File: config.mk
export PLATFORM = sky130hd
export DESIGN_NAME = srrb_slot_ram
export DESIGN_NICKNAME = d
export VERILOG_FILES = /design/src/rtl/core/srrb_slot_ram.sv
export SDC_FILE = /design/constraint.sdc
export NUM_CORES = 1
export LEC_CHECK = 0
export BUFFER_PORTS_ARGS = -buffer_cell sky130_fd_sc_hd__buf_2
export CAP_MARGIN = 20
export CORE_MARGIN = 5
export CORE_UTILIZATION = 45
export CTS_CLUSTER_DIAMETER = 40
export DETAILED_ROUTE_END_ITERATION = 8
export PLACE_DENSITY = 0.67
export SETUP_SLACK_MARGIN = 0.2
export SLEW_MARGIN = 15
export SYNTH_ARGS = -nofsm -noshare
export SYNTH_HDL_FRONTEND = slang
export SYNTH_SLANG_ARGS = --single-unit
File: constraint.sdc
create_clock -name i_clk -period 5.7 [get_ports i_clk]
set_input_delay 0.57 -clock i_clk [delete_from_list [all_inputs] [get_ports i_clk]]
set_output_delay 0.57 -clock i_clk [all_outputs]
set_load 0.02 [all_outputs]
File: src/rtl/core/srrb_slot_ram.sv
// ----------------------------------------------------------------------------
// Balancer session slot table
// One write port, one registered read port; a valid bit per slot makes a
// never-written slot read as all zeros after reset.
// ----------------------------------------------------------------------------
module srrb_slot_ram #(
    parameter int DEPTH  = 8,
    parameter int WIDTH  = 70,
    parameter int ADDR_W = 3
) (
    input  logic              i_clk,
    input  logic              i_rst_n,
    input  logic [ADDR_W-1:0] i_raddr,
    input  logic              i_we,
    input  logic [ADDR_W-1:0] i_waddr,
    input  logic [WIDTH-1:0]  i_wdata,
    output logic [WIDTH-1:0]  o_rdata
);
    logic [WIDTH-1:0] mem [DEPTH];
    logic [DEPTH-1:0] r_valid;
    logic [WIDTH-1:0] r_rdata;
    logic             r_rvalid;

    // write and read the array
    always_ff @(posedge i_clk) begin
        if (i_we) begin
            mem[i_waddr] <= i_wdata;
        end
        r_rdata <= mem[i_raddr];
    end

    // track written slots
    always_ff @(posedge i_clk) begin
        if (!i_rst_n) begin
            r_valid  <= '0;
            r_rvalid <= 1'b0;
        end else begin
            if (i_we) begin
                r_valid[i_waddr] <= 1'b1;
            end
            r_rvalid <= r_valid[i_raddr];
        end
    end

    assign o_rdata = r_rvalid ? r_rdata : '0;

endmodule

After elaboration in Yosys (flattened, before gate mapping)
Memories as Yosys holds them, arrays and structs flattened. A register that Yosys moved wholly into a read port is not among the register bits.
Index checks and enable logic that the tools add are counted.
Storage, ports and cells
  memories kept: 1
  output and inout port bits: 70
  register bits after elaboration: 9
  memory bits (writable): 560
  bits of input ports: 79
  logic and storage cells: 15
Memory list
  mem: depth 8, bits a word 70, rd ports 1, clocked after memory_dff 1, wr ports 1, line 19  | logic [WIDTH-1:0] mem [DEPTH];
Cells by class
  reduce and logical (&&, ||, !) cells: 1
  $lt $le $gt $ge: 3
  bitwise operators: 1
  multiplexer cells: 7
Operators with widths (number)
  2-to-1 mux 70 bit: 1
  < comparator 3 x 4 -> 1 bit (second input constant): 2
  OR 8 bit: 1
  2-to-1 mux 1 bit: 4
  binary-select mux 1 bit (select 3 bit): 1
  demux 1 bit (select 3 bit): 1
  >= comparator 3 x 1 -> 1 bit (second input constant): 1
  logical AND 1 bit: 1

Depth between registers and ports, before layout
  word-level depth: 5
  gate-level depth with buffers: 6
  gate-level depth less buffers: 3

Worst setup path before layout
No wires, ideal clock.
  path type: input -> register
  start point: in i_waddr[2]
  end point: mem mem[0][0], enable pin
  buffers on the path: 0
  arrival: 5.552 ns
  setup slack: -0.439 ns
  stages on the path: 2
  cells stage by stage: nand2b_1 > nor3_1
RTL lines
  start: declaration: line 15  | input logic [ADDR_W-1:0] i_waddr,
  end: declaration: line 19
No word-level cell before the write port.

Worst setup path after layout
  start point: reg r_rvalid
  end point: out o_rdata[69]
On the way
  cells in the longest elaborated chain, start to end: 1
Ends and longest elaborated chain
  start: declaration: line 22  | logic r_rvalid;
  start signal: assignment: line 41  | r_rvalid <= r_valid[i_raddr];
  2-to-1 mux 70 bit: line 45  | assign o_rdata = r_rvalid ? r_rdata : '0;
  end: declaration: line 17  | output logic [WIDTH-1:0] o_rdata
No other way between the ends.

==> reports/qor.txt <==
CTS Hold Buffers Added = 0
Worst-path clk slew = 0.06 ns
Synth Register Bits = 639
Post-synth EDFFs = 560
Final nets = 1280
placeable core region = 51600 sq um
placed cell count = 1795
Antenna Nets Post-Route = 0
Worst Setup End Kind = output port
VDD IR-drop max = 0.000257 V
worst path cell trace = buf_4 > and2_1 > buf_2
Routed WL = 46300 um
status = finished, final reports clean
setup slack at placement = 2.74 ns
Synth Instances = 995
routed via count = 10400
Post-Synth XOR/XNOR Area = 0%
Main synth FF type = edfxtp_1
share of cells above drive strength 1 = 40.5%
register area = 18400 sq um
leakage power = 9.69 nW
Post-Synth Adder-Cell Area = 0%
post-synthesis simple-gate area fraction = 2.12%
top cells by count, synth = 560 x edfxtp_1, 133 x mux4_2, 79 x dfxtp_1
clk_lat worst skew = 0.61 ns
syn_area_per_cell = 23.7 sq um
Critical Path Sink = o_rdata[69]
synth top area cells = edfxtp_1 71%, mux4_2 13%, dfxtp_1 6.7%, mux2_4 4.3%, and2_1 1.9%
Power Dens Cells = 395 nW/um^2
CTS resizes = 0
maxcap violations = 0
ys async rst share = 0%
Largest stage delay, worst path = 0.60 ns
post-CTS setup buffers = 0
Mapped Area = 23600 sq um
die width = 239 um
hpwl dp = 24700 um
Synth Net Count = 1074
CTS H-tree depth = 3
Setup Skew = 0.0164 ns
RR Startpoint = mem[3][20]$_DFFE_PP_
Final Non-Filler Cells = 1952
Tot GR Track Use = 16.4%
Vias/cell = 5.30
Setup-failing EPs final = 0
Min Hold Slack = 0.230 ns
WP data required = 5.13 ns
multi-input logic area = 4910 sq um
Setup crit start = r_rvalid$_SDFF_PN0_
global-route wire length before repair = 70500 um
RSZ-0062 raised after global routing = no
top-count cell post-synth = edfxtp_1
CTS Buf Count = 84
data arrival time of the critical path = 2.35 ns
WL per Instance = 23.7 um
mux contribution to synthesized area = 18.1%
Crit-path slowest cell = dfxtp_2
Worst Setup Start Kind = register
Fill cells = 3917
Final Hold Fails = 0
Port Buffer Count = 148
unique cell type count in the Yosys netlist = 22
R2R Path End = r_rdata[20]$_DFF_P_
Compound-Gate Fraction of Synth Area = 0.324%
Clock Tree Root = clkbuf_16
Starting Density = 45.7%
post-synthesis sequential area ratio = 78.0%
type of the most critical hold path = input pin to register
post-route setup TNS = 0 ns
top cell type's share of synthesized area = 71.3%
R2R depth = 2
max-slew violations = 0
setup ws final = 2.78 ns
1st-pass router iterations = 4
chip height = 239 um
GP Congestion = 0.701
pin count of the biggest net entering global routing = 82
gr ovfl total = 0
Crit Path Class = register to output port
Period Utilization, post-route = 51.2%
fin crit period = 2.92 ns
synth-to-layout area growth = 18.3%
post-synth top area cell = edfxtp_1
TritonCTS clock tree = yes
num ports = 149
largest family of logic cells by synthesized area = multiplexers
f_max = 343 MHz
Die ar. = 57100 sq um
Max clock buf depth = 3
cell row count = 83
vias in the first global route = 11100
initial DRC count = 778
flop2flop setup slack = 4.40 ns
worst-path maximum fanout = 49
Rel. slew slack = 27.9%
Slew @ Worst Pin = 1.08 ns
initial antenna violation count = 11
# clock sinks = 639
drc violations = 0
Synth Warn # = 0
-- flip-flops by register name, indices dropped and copies added (netlist names) --
register,count
r_valid,8
mem,560
r_rdata,70
r_rvalid,1
-- worst min-delay path by stage --
stage | start | endpoint | slack (ns) | cells after the start
after global placement | r_valid[0]$_SDFFE_PN0P_ | r_valid[0]$_SDFFE_PN0P_ | 0.44 | 1
final | i_wdata[1] | mem[7][1]$_DFFE_PP_ | 0.23 | 1
after CTS | i_wdata[15] | mem[5][15]$_DFFE_PP_ | 0.20 | 1
after detailed placement | r_valid[0]$_SDFFE_PN0P_ | r_valid[0]$_SDFFE_PN0P_ | 0.45 | 1
after floorplan | r_valid[0]$_SDFFE_PN0P_ | r_valid[0]$_SDFFE_PN0P_ | 0.43 | 1
after global routing | i_wdata[1] | mem[7][1]$_DFFE_PP_ | 0.22 | 1
-- kinds of logic (layout without fill, tap and decap cells) --
family,Yosys count,after routing
DFF,639,639
and+or+nand+nor,84,84
buffers and inverters,49,325
other,0,1
AOI/OAI and AO/OA,10,10
muxes,213,213
-- critical path, delay by kind of cell (launching register included) --
family                 cells  cell delay, ns
DFF                        1            0.60
and+or+nand+nor            1            0.36
buffers and inverters      2            0.76
-- per-stage QoR --
step                cell area (sq um)  utilization [%]  total power, mW
floorplan                       23600                -             5.78
global placement                25100             48.6             5.97
detailed placement              25100             48.6             5.98
CTS                             27900             54.1             11.2
global route                    27900             54.1             11.4
finish                          27900             54.1             11.0
-- cell usage in the layout (no fill, tap or decap), types with 2 or more instances in the layout --
| cell type | Yosys | layout |
|---|---|---|
| clkinv_1 | 0 | 7 |
| inv_8 | 0 | 5 |
| clkinvlp_4 | 0 | 5 |
| nand2b_1 | 3 | 3 |
| clkbuf_16 | 0 | 85 |
| buf_6 | 1 | 2 |
| nor2_4 | 0 | 6 |
| mux2_2 | 2 | 2 |
| mux4_1 | 8 | 8 |
| mux2_4 | 68 | 68 |
| buf_4 | 1 | 19 |
| inv_6 | 0 | 14 |
| bufinv_16 | 0 | 7 |
| clkinv_4 | 0 | 7 |
| edfxtp_1 | 560 | 560 |
| mux4_2 | 133 | 133 |
| clkbuf_1 | 29 | 14 |
| clkinv_2 | 0 | 7 |
| nor3_4 | 0 | 2 |
| and2_1 | 70 | 70 |
| clkbuf_8 | 0 | 4 |
| dfxtp_1 | 79 | 78 |
| nand2_1 | 2 | 2 |
| o21a_1 | 8 | 8 |
| buf_2 | 9 | 145 |
-- report_power, final --
group	switching (mW)	leakage, nW	internal [mW]
clock	1.99	1.36	3.16
combinational	0.278	2.57	0.256
sequential	0.0552	5.75	5.29
-- area by class of cell --
| cell class | count | area share [%] |
|---|---|---|
| Antenna cell | 1 | 0.00897 |
| Clock inverter | 53 | 2.04 |
| Sequential cell | 639 | 65.9 |
| Inverter | 1 | 0.0135 |
| Timing Repair Buffer | 168 | 3.32 |
| Multi-Input combinational cell | 307 | 17.6 |
| Tap cell | 680 | 3.05 |
| Clock buffer | 103 | 8.01 |
-- metal layers --
layer	part of all wire, %	vias to the layer above	global-route usage, %
met5	0.10	-	0
met4	1.8	8	4.79
met3	5.4	79	3.56
met2	49	269	26.1
met1	44	5449	23.3
li1	-	4547	-
(Power assumes the default switching activity.)
