[config.mk]
export PLATFORM = sky130hd
export DESIGN_NAME = srrb_alu
export DESIGN_NICKNAME = d
export VERILOG_FILES = /design/src/rtl/core/srrb_pkg.sv /design/src/rtl/core/srrb_alu.sv
export SDC_FILE = /design/constraint.sdc
export NUM_CORES = 1
export LEC_CHECK = 0
export ABC_CLOCK_PERIOD_IN_PS = 2750
export BUFFER_PORTS_ARGS = -buffer_cell sky130_fd_sc_hd__buf_2
export CAP_MARGIN = 5
export CORE_ASPECT_RATIO = 0.6
export CORE_MARGIN = 4
export CORE_UTILIZATION = 46
export DETAILED_ROUTE_END_ITERATION = 12
export GPL_TIMING_DRIVEN = 0
export PLACE_DENSITY_LB_ADDON = 0.15
export SLEW_MARGIN = 15
export SYNTH_ARGS = -nofsm -noshare
export SYNTH_HDL_FRONTEND = slang
export SYNTH_SLANG_ARGS = --single-unit
[constraint.sdc]
create_clock -name vclk -period 2.75
set_input_delay 0 -clock vclk [all_inputs]
set_output_delay 0 -clock vclk [all_outputs]
set_load 0.05 [all_outputs]
[src/rtl/core/srrb_pkg.sv]
// ----------------------------------------------------------------------------
// Session round-robin balancer package
// Shared codes, beat layouts and types for the balancer core and its units.
// ----------------------------------------------------------------------------
package srrb_pkg;

    // beat layout widths
    localparam int IN_TDATA_W  = 104;
    localparam int OUT_TDATA_W = 88;
    localparam int TURN_W      = 16;

    // packets per turn after reset
    localparam logic [TURN_W-1:0] TURN_RESET = 16'd5;

    // request kinds carried in the slave-side tuser
    typedef enum logic [1:0] {
        FUNC_REGISTER = 2'd0,
        FUNC_SOURCE   = 2'd1,
        FUNC_REPLY    = 2'd2,
        FUNC_DUMP     = 2'd3
    } t_func;

    // result status carried in the master-side tuser
    typedef enum logic [2:0] {
        ST_OK         = 3'd0,
        ST_TABLE_FULL = 3'd1,
        ST_HOPS_FULL  = 3'd2,
        ST_MISMATCH   = 3'd3,
        ST_EMPTY      = 3'd4
    } t_status;

    // operations of the shared arithmetic unit
    typedef enum logic [1:0] {
        ALU_CMP     = 2'd0,
        ALU_INC_SAT = 2'd1,
        ALU_INC16   = 2'd2
    } t_alu_op;

    typedef struct packed {
        logic eq;
        logic a_zero;
        logic ge;
    } t_alu_flags;

    // sequencer states
    typedef enum logic [2:0] {
        S_IDLE  = 3'd0,
        S_SCAN  = 3'd1,
        S_LOOK  = 3'd2,
        S_HOPRD = 3'd3,
        S_COUNT = 3'd4,
        S_TURN  = 3'd5,
        S_DUMP  = 3'd6,
        S_PUT   = 3'd7
    } t_state;

    typedef struct packed {
        logic [31:0] addr;
        logic [15:0] port;
        logic [31:0] count;
    } t_hop_entry;

    typedef struct packed {
        t_status     status;
        logic [2:0]  slot;
        logic        first_hop;
        logic [31:0] target_addr;
        logic [15:0] target_port;
        logic [2:0]  hop_index;
        logic [31:0] hop_packets;
        logic        last;
    } t_result;

endpackage

[src/rtl/core/srrb_alu.sv]
// ----------------------------------------------------------------------------
// Balancer shared arithmetic unit
// Compare, saturating increment and 16-bit wrapping increment, reused by the
// sequencer for slot matching, hop counting and turn counting.
// ----------------------------------------------------------------------------
module srrb_alu (
    input  srrb_pkg::t_alu_op    i_op,
    input  logic [31:0]          i_a,
    input  logic [31:0]          i_b,
    output logic [31:0]          o_res,
    output srrb_pkg::t_alu_flags o_flags
);
    import srrb_pkg::*;

    // select the operation
    always_comb begin
        case (i_op)
            ALU_CMP: begin
                o_res = i_a;
            end
            ALU_INC_SAT: begin
                o_res = (i_a == 32'hFFFF_FFFF) ? i_a : i_a + 32'd1;
            end
            ALU_INC16: begin
                o_res = {16'd0, i_a[15:0] + 16'd1};
            end
            default: begin
                o_res = i_a;
            end
        endcase
    end

    // flags for the sequencer's decisions
    always_comb begin
        o_flags.eq     = (i_a == i_b);
        o_flags.a_zero = (i_a == 32'd0);
        o_flags.ge     = (o_res >= i_b);
    end

endmodule

; ---- After elaboration in Yosys (flattened, before gate mapping)
; Cells that the tools add are included.
; W data, S select, Z words.
[classes]
n_addsub = 2
magnitude_cmp = 1
eq_ne = 4
mux = 2
reduce_logical = 1
[op_table]
columns = operator, count
row1 = $pmux W32 S2, 1
row2 = $add A32 B1 Y32 const B, 1
row3 = $eq A32 B32 Y1, 1
row4 = $eq A32 B32 Y1 const B, 1
row5 = $ge A32 B32 Y1, 1
row6 = $logic_not A32 Y1, 1
row7 = $mux W32, 1
row8 = $add A16 B1 Y16 const B, 1
row9 = $eq A2 B1 Y1 const B, 1
row10 = $eq A2 B2 Y1 const B, 1
[word_totals]
regBits = 0
input_bits = 66
output_inout_bits = 35
wordCells = 10

; ---- Depth between registers and ports, before layout
; Gate-level depths: netlist of run 1.
[depth]
ltp_word = 4
mapped_depth = 14
depth_no_buf = 13

; ---- Least setup slack after synthesis of run 1
; Ideal clock, no wire load.
[synth_timing]
path_type = input port to output port
from = input port i_a[4]
to = output port o_flags[0] (netlist name)
arrival_ps = 4232
required_ps = 2750
slack_ps = -1482
path_stages = 10
n_path_buf = 1
cell_sequence = clkbuf_1 -> nand4_1 -> nor4_1 -> o2111ai_1 -> o41ai_1 -> ha_1 -> and4_1 -> a221oi_1 -> o21ai_0 -> a21o_1
[synth_lines]
columns = element, line
row1 = from (decl), srrb_alu.sv:8  ; input logic [31:0] i_a,
row2 = to (decl), srrb_alu.sv:11  ; output srrb_pkg::t_alu_flags o_flags

==> flow_metrics.py, run 1 <==
metrics = {
    "status": {
        "status": "finished with violations",
        "violations": "setup timing",
    },
    "sta": {
        "slew-limit-headroom": 0.605,
        "layout_setup_ws_ns": -0.278,
        "finalMaxSlewViolations": 0,
        "finalHoldViolCount": 0,
        "max_freq_mhz": 330,
        "max_slew.worst_pin.slew_ns": 0.586,
        "fin_crit_ns": 3.03,
        "final-setup-viol-count": 1,
        "rsz0062_at_grt": "true",
        "period_share": 1.10,
    },
    "critical_path": {
        "cpPeakStageDelay_ns": 0.40,
        "cp.arrival_ns": 3.03,
        "cp-start-kind": "primary input",
        "cp.required_ns": 2.75,
        "endpoint_kind": "primary output",
        "crit_start": "i_a[10]",
        "crit_slowest_cell": "or3_4",
        "cp_max_fo": 8,
        "criticalPathCategory": "primary input to primary output",
        "path_cells": "clkbuf_4, nand4_1, nor4_4, o211ai_1, buf_4, or3_4, a21oi_4, ha_4, a21oi_2, o21ai_1, a221oi_2, o21ai_2, a21o_4, buf_8",
    },
    "synth": {
        "synthCells": 356,
        "synth_top_family_by_area": "simple AND/OR/NAND/NOR gates",
        "avgSynthCellArea_um2": 6.45,
        "synthAdderAreaFrac": 0.196,
        "synth.most_common_cell": "inv_1",
        "synth_top_area_cell": "ha_1",
        "yosys_warnings": 0,
        "synth_nets": 458,
        "synth_xor_area_frac": 0.130,
        "synth_top_area_share": 0.196,
        "yosys.area_share.simple": 0.330,
        "synth_top_cells_by_area": "ha_1, xor2_1, inv_1",
        "syn-cell-area_um2": 2290,
        "yosys-top-cells-count": "inv_1, ha_1, xor2_1",
        "ys_types": 41,
        "seq_area_frac_synth": 0,
        "synth_compound_area_frac": 0.242,
        "synthMuxAreaShare": 0,
    },
    "global_routing": {
        "grt_max_degree": 11,
        "globalRouteTotalUtil": 0.325,
        "first_global_vias": 3153,
        "grt_pass1_wl_mm": 16.5,
        "overflow": 0,
        "antenna_found_initial": 0,
    },
    "clock_tree": {
        "hold_buffers": 0,
    },
    "power": {
        "p_int_w": 0.000304,
        "ir_drop_v": 0.000158,
        "p_per_area_nw_per_um2": 209,
        "swShare": 0.641,
        "power_w": 0.000848,
        "p_comb_frac": 1.000,
        "pwr-share-seq": 0,
        "clockPowerShare": 0,
        "p_sw_w": 0.000543,
        "leakage_nw": 1.84,
    },
    "floorplanning": {
        "die_w_um": 99.2,
        "core_area_um2": 4680,
        "die_area_um2": 6220,
        "rows": 19,
        "die_height_um": 62.7,
        "io_pins": 101,
        "initial_core_util": 0.490,
    },
    "layout": {
        "register_area_um2": 0,
        "clkbuf_count": 0,
        "area_growth_syn_to_layout_pct": 76.5,
        "layout-drive-gt1-share": 0.470,
        "nFillCells": 266,
        "n_sequential_cell": 0,
        "diodes": 0,
        "multi_input_area_um2": 2790,
        "final_nets": 593,
        "finalCoreUtilization": 0.865,
    },
    "drt": {
        "routedWlPerCell_um": 21.0,
        "via_count": 3587,
        "dr.pass1.iters": 6,
        "drtAntennaViolNets": 0,
        "first_iter_violations": 467,
        "via_per_inst": 6.50,
        "dr.max_layer_used": "met4",
        "wl_met1_mm": 4.73,
        "wl_met3_mm": 1.51,
        "wl_mm": 11.6,
        "drc": 0,
        "met2WireLength_mm": 4.83,
    },
    "placed_design": {
        "post-dp-hpwl_mm": 7.86,
        "io_buffer_count": 93,
        "pre_cts_ws_ns": -0.908,
        "gp_congestion": 1.01,
    },
    "hold_path": {
        "holdCritPathClass": "primary input to primary output",
        "min_from": "i_a[2]",
    },
    "run": {
        "maxCapViolCount": 0,
    },
}
==> final timing paths <==
| kind | endpoint | slack (ns) | depth (start not counted) |
|---|---|---|---|
| max | o_flags[0] | -0.28 | 14 |
| min | o_res[2] | 0.44 | 3 |
==> cells by family after synthesis <==
| kind of cell | count (synthesis) |
|---|---|
| simple gates | 137 |
| buf+inv | 60 |
| compound gates | 89 |
| xor+xnor | 34 |
| fa+ha+maj | 36 |
==> final cells by class <==
cell class | instances | area share
timing repair buffer | 137 | 0.219
buffer | 13 | 0.0312
multi-input combinational | 296 | 0.689
tap | 63 | 0.0195
inverter | 43 | 0.0411
==> per-layer routing <==
layer / vias to the layer above / global-route usage
li1: 1589 / -
met1: 1649 / 0.482
met2: 282 / 0.475
met3: 67 / 0.0725
met4: 0 / 0.0664
met5: - / 0
==> cell usage in the layout (no fill, tap or decap), drive strengths merged, types with 2 or more instances in the layout <==
master and count:
and3 3, xor2 33, nor2 24, and4 7
nand2b 2, a31oi 11, nand2 28, clkbuf 13
o311ai 2, a21oi 19, nor4 17, a21o 6
o21ai 28, nand4 15, o41ai 2, nor3 8
buf 137, o211ai 6, a211oi 4, or3 11
o31ai 2, inv 43, a221oi 4, ha 36
nand3 12, or4 3, nor2b 3
==> worst max-delay path, delay by kind of cell <==
family                     cells  cell delay, ns
and+or+nand+nor                3            0.96
AOI/OAI and AO/OA              7            1.29
buffers and inverters          3            0.55
adders and majority gates      1            0.23
==> power by group through the flow <==
| stage | Clock [W] | Combinational [W] | Sequential (W) |
|---|---|---|---|
| after global routing | 0 | 0.000896 | 0 |
| after CTS | 0 | 0.000766 | 0 |
| final | 0 | 0.000848 | 0 |
| after global placement | 0 | 0.000677 | 0 |
| after detailed placement | 0 | 0.000690 | 0 |
| after floorplan | 0 | 0.000479 | 0 |
==> timing repair <==
action                                 CTS  global route
setup buffers                           34             9
resized for setup                       82            39
pin swaps                               29            24
gates cloned                             1             0
setup endpoints to repair                1             1
endpoints found under the hold margin    0             0
==> per-stage QoR <==
step,setup TNS [ns],hold slack [ns],cells,cell area (um2)
after detailed placement,-0.908,0.461,512,3240
after global placement,-0.881,0.457,512,3240
after floorplan,-0.329,0.166,356,2700
after global routing,-0.341,0.454,552,4050
final,-0.278,0.443,552,4050
after CTS,-0.207,0.440,544,3830
Note: power is estimated with default switching activity, not from simulation.
==> inputs of run 2 (changes only) <==
--- a/config.mk
+++ b/config.mk
@@ -10,10 +10,11 @@
 export CAP_MARGIN = 5
 export CORE_ASPECT_RATIO = 0.6
 export CORE_MARGIN = 4
-export CORE_UTILIZATION = 46
+export CORE_UTILIZATION = 30
 export DETAILED_ROUTE_END_ITERATION = 12
 export GPL_TIMING_DRIVEN = 0
 export PLACE_DENSITY_LB_ADDON = 0.15
+export RECOVER_POWER = 100
 export SLEW_MARGIN = 15
 export SYNTH_ARGS = -nofsm -noshare
 export SYNTH_HDL_FRONTEND = slang
==> flow_metrics.py, run 2 (same netlist as run 1, synthesis figures left out) <==
metrics = {
    "global_routing": {
        "first_global_vias": 2881,
        "grt_pass1_wl_mm": 15.8,
        "globalRouteTotalUtil": 0.217,
        "overflow": 0,
        "grt_max_degree": 11,
        "antenna_found_initial": 0,
    },
    "drt": {
        "drtAntennaViolNets": 0,
        "first_iter_violations": 234,
        "via_per_inst": 5.52,
        "via_count": 3204,
        "drc": 0,
        "wl_mm": 10.6,
        "dr.pass1.iters": 5,
        "routedWlPerCell_um": 18.3,
    },
    "power": {
        "ir_drop_v": 0.0000975,
        "pwr-share-seq": 0,
        "p_sw_w": 0.000529,
        "clockPowerShare": 0,
        "p_per_area_nw_per_um2": 206,
        "p_comb_frac": 1.000,
        "swShare": 0.656,
        "p_int_w": 0.000277,
        "leakage_nw": 1.67,
    },
    "sta": {
        "finalMaxSlewViolations": 0,
        "slew-limit-headroom": 0.588,
        "fin_tns_setup_ns": -0.163,
        "max_freq_mhz": 343,
        "rsz0062_at_grt": "true",
        "fin_crit_ns": 2.91,
        "finalHoldViolCount": 0,
        "final-setup-viol-count": 1,
        "max_slew.worst_pin.slew_ns": 0.620,
        "layout_setup_ws_ns": -0.163,
        "period_share": 1.06,
    },
    "critical_path": {
        "cp.required_ns": 2.75,
        "endpoint_kind": "primary output",
        "path_cells": "buf_4, nand4_1, or3_4, buf_6, or4b_4, or3_4, a21oi_4, ha_4, and4_1, a221oi_2, o21ai_2, a21o_4, buf_8",
        "cp-start-kind": "primary input",
        "cp.arrival_ns": 2.91,
        "cp_common_cell": "or3_4",
        "crit_slowest_cell": "or4b_4",
        "criticalPathCategory": "primary input to primary output",
        "crit_start": "i_a[25]",
        "cp_max_fo": 7,
        "endpoint": "o_flags[0]",
        "cpPeakStageDelay_ns": 0.51,
    },
    "placed_design": {
        "post-dp-hpwl_mm": 8.56,
        "pre_cts_ws_ns": -1.01,
        "io_buffer_count": 93,
        "gp_congestion": 0.895,
    },
    "layout": {
        "n_sequential_cell": 0,
        "mostFrequentLayoutCell": "buf_2",
        "layout-drive-gt1-share": 0.397,
        "diodes": 0,
        "register_area_um2": 0,
        "area_growth_syn_to_layout_pct": 70.7,
        "clkbuf_count": 0,
        "final_cell_mix": "buf_2, inv_1, buf_4",
        "final_nets": 580,
    },
    "status": {
        "status": "finished with violations",
        "violations": "setup timing",
    },
    "floorplanning": {
        "io_pins": 101,
        "core_area_um2": 7360,
        "die_area_um2": 9160,
        "die_height_um": 75.7,
        "die_w_um": 121,
        "rows": 24,
        "initial_core_util": 0.312,
    },
    "clock_tree": {
        "hold_buffers": 0,
    },
    "run": {
        "maxCapViolCount": 0,
    },
    "hold_path": {
        "holdCritPathClass": "primary input to primary output",
    },
}
==> run 2: changes by cell type in the layout (fill, tap and decap cells not counted), sizes merged <==
cell and delta:
clkbuf +31, buf -44
==> run 2: per-stage QoR <==
step           power [W]  cells  hold WS (ns)  area, um2   util
3_5_place_dp    0.000698    553         0.473       3290  0.447
4_1_cts         0.000775    575         0.422       3820  0.519
3_3_place_gp    0.000691    553         0.467       3290  0.447
5_1_grt         0.000863    580         0.523       3920  0.532
2_1_floorplan   0.000479    356         0.166       2700      -
6_report        0.000806    580         0.505       3920  0.532
==> run 2: final cells by class <==
type	count	area [um2]
Buffer	13	134
Fill cell	737	3440
Inverter	43	164
Multi-Input combinational cell	296	2770
Tap cell	104	130
Timing Repair Buffer	124	717
==> run 2: power by group through the flow <==
| stage | Combinational (W) | Clock [W] | Sequential (W) |
|---|---|---|---|
| after floorplan | 0.000479 | 0 | 0 |
| after global placement | 0.000691 | 0 | 0 |
| after detailed placement | 0.000698 | 0 | 0 |
| after CTS | 0.000775 | 0 | 0 |
| after global routing | 0.000863 | 0 | 0 |
| final | 0.000806 | 0 | 0 |
==> run 2: timing repair <==
action | 4_1_cts | 5_1_grt
gates cloned | 0 | 0
endpoints found under the setup margin | 1 | 1
buffers inserted | 25 | 6
pin swaps | 26 | 17
resized for setup | 81 | 25
==> run 2: how the worst min path moves through the flow <==
stage	start	to	slack [ns]	cells past startpoint
finish	i_a[2]	o_res[2]	0.51	3
global route	i_a[18]	o_res[18]	0.52	4
CTS	i_a[2]	o_res[2]	0.42	3
detailed placement	i_a[7]	o_res[7]	0.47	3
global placement	i_a[6]	o_res[6]	0.47	3
floorplan	i_a[12]	o_res[12]	0.17	1
==> run 2: critical path, delay by kind of cell <==
kind	cells	cell delay, ns
and+or+nand+nor	5	1.54
buffers and inverters	3	0.41
adders and majority gates	1	0.22
AOI/OAI and AO/OA	4	0.73
==> run 2: metal layers <==
metal | global-route usage | vias up | wire, um | share of wire
met5 | 0 | - | 0 | 0
met1 | 0.350 | 1513 | 5510 | 0.52
met4 | 0.00754 | 0 | 41 | 0.0039
li1 | - | 1564 | - | -
met3 | 0.0134 | 4 | 754 | 0.071
met2 | 0.328 | 123 | 4320 | 0.41
